--- src/hw/rtl/freeze_watch_table_assert.svh ---
// Assertion macros used by the freeze watch table top level.
`ifndef FREEZE_WATCH_TABLE_ASSERT_SVH
`define FREEZE_WATCH_TABLE_ASSERT_SVH

`ifndef NO_ASSERTIONS
// Plain property, checked every cycle outside reset.
`define FWT_ASSERT(label, clk, rst, prop) \
   label: assert property (@(posedge clk) disable iff (rst) (prop)) \
      else $error("freeze_watch_table: assertion failed");
// Antecedent this cycle, consequent the cycle after.
`define FWT_ASSERT_NEXT(label, clk, rst, ante, cons) \
   label: assert property (@(posedge clk) disable iff (rst) (ante) |=> (cons)) \
      else $error("freeze_watch_table: assertion failed");
`else
`define FWT_ASSERT(label, clk, rst, prop)
`define FWT_ASSERT_NEXT(label, clk, rst, ante, cons)
`endif

`endif

--- src/hw/rtl/fwt_pkg.sv ---
// Types, codes and constants for the freeze watch table.
package fwt_pkg;

   localparam int DEFAULT_MAX_ENTRIES = 32;
   localparam int ADDR_W  = 64;
   localparam int VALUE_W = 64;
   localparam int WIDTH_W = 4;
   localparam int OP_W    = 3;
   localparam int STAT_W  = 2;
   localparam int INDEX_W = 6;

   localparam logic [OP_W-1:0] OP_ADD        = 3'd0;
   localparam logic [OP_W-1:0] OP_REMOVE     = 3'd1;
   localparam logic [OP_W-1:0] OP_SET_FREEZE = 3'd2;
   localparam logic [OP_W-1:0] OP_FIND       = 3'd3;
   localparam logic [OP_W-1:0] OP_TICK       = 3'd4;

   localparam logic [STAT_W-1:0] STAT_OK      = 2'd0;
   localparam logic [STAT_W-1:0] STAT_FULL    = 2'd1;
   localparam logic [STAT_W-1:0] STAT_PRESENT = 2'd2;
   localparam logic [STAT_W-1:0] STAT_MISSING = 2'd3;

   localparam logic KIND_STATUS = 1'b0;
   localparam logic KIND_WRITE  = 1'b1;

   typedef struct packed {
      logic [OP_W-1:0]    opcode;
      logic [ADDR_W-1:0]  lookup_addr;
      logic [WIDTH_W-1:0] width_bytes;
      logic               freeze_enable;
      logic [VALUE_W-1:0] freeze_value_in;
   } req_word_type;

   typedef struct packed {
      logic               result_kind;
      logic [STAT_W-1:0]  status;
      logic [INDEX_W-1:0] found_index;
      logic [ADDR_W-1:0]  write_addr;
      logic [WIDTH_W-1:0] write_width;
      logic [VALUE_W-1:0] write_value;
      logic               last;
   } rsp_word_type;

   // One table entry as held in a cell.
   typedef struct packed {
      logic [ADDR_W-1:0]  addr;
      logic [WIDTH_W-1:0] width;
      logic               frozen;
      logic [VALUE_W-1:0] value;
   } entry_type;

   // Per-cell command: take neighbor, load from bus, update freeze fields.
   typedef struct packed {
      logic shift;
      logic load;
      logic setf;
   } cell_ctrl_type;

   typedef enum logic [1:0] {
      ST_IDLE,
      ST_MATCH,
      ST_APPLY,
      ST_ROTATE
   } state_type;

endpackage

--- src/hw/rtl/fwt_cell.sv ---
// One table cell: holds an entry, compares its address, passes it to the neighbor.
module fwt_cell (
   input  logic                      clock,
   input  fwt_pkg::cell_ctrl_type    ctrl,
   input  logic [fwt_pkg::ADDR_W-1:0] key,
   input  fwt_pkg::entry_type        bus_entry,
   input  fwt_pkg::entry_type        next_entry,
   output fwt_pkg::entry_type        entry,
   output logic                      hit
);
   import fwt_pkg::*;

   entry_type entry_ff;
   entry_type entry_in;

   always_comb begin
      entry_in = entry_ff;
      if (ctrl.shift) begin
         entry_in = next_entry;
      end else if (ctrl.load) begin
         entry_in = bus_entry;
      end else if (ctrl.setf) begin
         entry_in.frozen = bus_entry.frozen;
         entry_in.value  = bus_entry.value;
      end
   end

   always_ff @(posedge clock) begin
      entry_ff <= entry_in;
   end

   assign entry = entry_ff;
   assign hit   = (entry_ff.addr == key);

endmodule

--- config.mk ---
export PLATFORM = sky130hd
export DESIGN_NAME = fwt_cell
export DESIGN_NICKNAME = d
export VERILOG_FILES = /design/src/hw/rtl/freeze_watch_table_assert.svh /design/src/hw/rtl/fwt_pkg.sv /design/src/hw/rtl/fwt_cell.sv
export SDC_FILE = /design/constraint.sdc
export NUM_CORES = 1
export LEC_CHECK = 0
export BUFFER_PORTS_ARGS = -buffer_cell sky130_fd_sc_hd__buf_2
export CORE_AREA = 2 2 180 182
export CTS_CLUSTER_SIZE = 24
export DETAILED_ROUTE_END_ITERATION = 12
export DIE_AREA = 0 0 182 184
export PLACE_DENSITY = 0.56
export REMOVE_ABC_BUFFERS = 1
export SLEW_MARGIN = 0
export SYNTH_ARGS = -nofsm -noshare
export SYNTH_HDL_FRONTEND = slang
export SYNTH_SLANG_ARGS = --single-unit
--- constraint.sdc ---
create_clock -name clock -period 2.6 [get_ports clock]
set_input_delay 0.13 -clock clock [delete_from_list [all_inputs] [get_ports clock]]
set_output_delay 0.13 -clock clock [all_outputs]
set_load 0.005 [all_outputs]
==> flow_summary_export.csv <==
group,metric,value,unit
outcome,status,"finished, final reports clean",
pwr,seqPwrFrac,42.1,%
sta,worst_hold_slack,0.0219,ns
sta,worst_max_slew_pin_slew,0.558,ns
layout,final_cell_mix,"sky130_fd_sc_hd__buf_2 (466), sky130_fd_sc_hd__dlygate4sd3_1 (237), sky130_fd_sc_hd__mux2_2 (133), sky130_fd_sc_hd__edfxtp_1 (133), sky130_fd_sc_hd__xor2_1 (64)",
synthesis,synth.cell_area,6290,um^2
synthesis,syn_area_per_cell,17.1,um^2
setup_path,path_cells,"xor2_1 > nor4_1 > nand4_1 > nor4_2 > buf_2",
setup_path,critPathKind,"reg -> out",
pwr,int_power,0.00497,W
setup_path,worst-path-max-fanout,2,
sta,slew_headroom,62.5,%
place,hpwl,18.1,mm
floorplanning,die_h,184,um
setup_path,cp.buffers_inverters,1,
sta,setup-violations-final,0,
clock_network,cts_buffers,17,
sta,final_slew_viol_count,0,
route,dr_total_vias,6032,
route,drtAntennaViolNets,0,
layout,num-nets-final,1424,
floorplanning,initial_cell_density_of_the_core,20.0,%
pwr,power_leakage,5.38,nW
route,route.detailed.vias_per_inst,4.00,
grt,globalRoute.totalOverflow,0,
pwr,cellPowerDensity,535,nW/um^2
grt,grt_start_max_net_pins,65,
sta,setup_ws,0.160,ns
sta,rsz_0062_raised_after_global_routing,"false",
setup_path,worst-endpoint-arrival,2.31,ns
pwr,power.switching,0.00156,W
synthesis,yosys_register_bits,133,
setup_path,critical_path.max_stage_delay,0.53,ns
clock_network,post_cts_resize_count,0,
place,post-place-ws,0.574,ns
place,portBuffers,467,
setup_path,cp_slowest_cell,"sky130_fd_sc_hd__nor4_1",
setup_path,worstSetupEndpointType,"primary output",
grt,number_of_global_route_vias_before_repair,6784,
route,drt_wl_total,25.0,mm
synthesis,netlist_instances,368,
clock_network,tritoncts,"done",
place,gpl.final_weighted_congestion,0.753,
route,drc,0,
layout,nFillCells,3013,
setup_path,startpoint_type,"flop",
synthesis,proportion_of_synthesized_chip_area_in_sequential_cells,63.5,%
sta,max_freq,410,MHz
floorplanning,design.die.area,33500,um^2
floorplanning,pin_count,468,
pwr,vdd_ir_drop_max,0.421,mV
clock_network,htree_levels,4,
layout,synthToLayoutAreaGrowth,93.8,%
layout,drive_gt1_share,58.5,%
sta,crit_share_post_route,93.8,%
setup_path,critical-path-top-delay-family,"simple AND/OR/NAND/NOR gates",
sta,timing_hold_violations_final,0,
clock_network,cts.sinks,133,
sta,final.min_clock_period,2.44,ns
grt,wire_length_of_the_first_global_routing_pass,36.2,mm
route,initialDrtViolationCount,151,
grt,gr-usage-all-layers,14.6,%
clock_network,clock_tree.root_cell,"sky130_fd_sc_hd__clkbuf_16",
run,max_cap_viol_count,0,
sta,final.setup.tns,0,ns
floorplanning,placeableCoreArea,31400,um^2
hold_path,worstHoldPathType,"in -> reg",
synthesis,yosys_warnings,0,
floorplanning,floorplan.rows,65,
pwr,proportion_of_power_drawn_by_combinational_gates,20.3,%
route,routed_wire_length_per_instance,16.6,um
pwr,design_power_total,0.00653,W
setup_path,worstPathRequired,2.47,ns
layout,layout.cells.most_common,"sky130_fd_sc_hd__buf_2",
floorplanning,die_x,182,um
layout,largest_reg_flops,133,
pwr,power.share.switching,23.9,%
synthesis,number_of_library_cell_types_mapped_by_synthesis,10,
clock_network,post-cts-setup-buffer-count,0,
clock_network,cts.path.max_buffers,2,
route,detailedRoute.firstPassIterationCount,5,
grt,grt_antenna_before_repair,2,
pwr,share_clk_of_total_power,37.6,%
clock_network,clkTransAtPathRegs,0.06,ns
-- Yosys cell counts --
library cell | instances | area share, %
sky130_fd_sc_hd__nor4_1 | 16 | 1.6
sky130_fd_sc_hd__mux2_2 | 133 | 24
sky130_fd_sc_hd__or2_2 | 1 | 0.10
sky130_fd_sc_hd__xor2_1 | 64 | 8.9
sky130_fd_sc_hd__buf_4 | 5 | 0.60
sky130_fd_sc_hd__or3_1 | 1 | 0.10
sky130_fd_sc_hd__nor4_2 | 1 | 0.20
sky130_fd_sc_hd__edfxtp_1 | 133 | 63
sky130_fd_sc_hd__nand4_1 | 4 | 0.40
sky130_fd_sc_hd__buf_2 | 10 | 0.80
-- cell type report --
class | instances | area (um^2) | share of cell area, %
well taps | 402 | 503 | 4.13
diodes | 2 | 5.00 | 0.0411
clock buffers | 17 | 425 | 3.49
flip-flops and latches | 133 | 3990 | 32.8
repair buffers | 718 | 4880 | 40.1
clock inverters | 15 | 164 | 1.34
multi-input cells | 220 | 2210 | 18.2
-- repair_timing --
action / 4_1_cts / 5_1_grt
setup endpoints to repair: 0 / 0
hold endpoints to repair: 123 / 0
hold buffers: 237 / 0
-- power groups by stage --
stage	Combinational (W)	Sequential, W	Clock [W]
floorplan	0.000300	0.00281	0
global placement	0.000991	0.00278	0
detailed placement	0.000990	0.00279	0
CTS	0.00133	0.00275	0.00252
global route	0.00144	0.00277	0.00259
finish	0.00133	0.00275	0.00245
-- metal layers --
metal | GRT usage, % | wire (um) | vias up
met2 | 27.3 | 13000 | 331
met3 | 5.53 | 2150 | 39
met4 | 7.65 | 799 | 0
met5 | 0 | 0 | -
li1 | - | - | 2866
met1 | 13.9 | 9120 | 2796
-- stage by stage --
stage                     cell area, um^2  utilization, %  std cells
after floorplan                      6200               -        353
after global placement               9220            29.4       1236
after detailed placement             9220            29.4       1236
after CTS                           12200            38.8       1505
after global routing                12200            38.8       1507
final                               12200            38.8       1507
-- final timing paths --
path                      start   endpoint  slack, ns  cells past startpoint
setup / recovery      entry[72]        hit       0.16                      5
hold / removal    bus_entry[56]  entry[56]       0.02                      2
-- cell families after synthesis --
kind of cell / after synthesis / share of synthesized area (%)
muxes: 133 / 23.8
DFF: 133 / 63.5
xor gates and xnor gates: 64 / 8.91
and+or+nand+nor: 23 / 2.39
buffers and inverters: 15 / 1.39
Power figures use the tool's default switching activity.
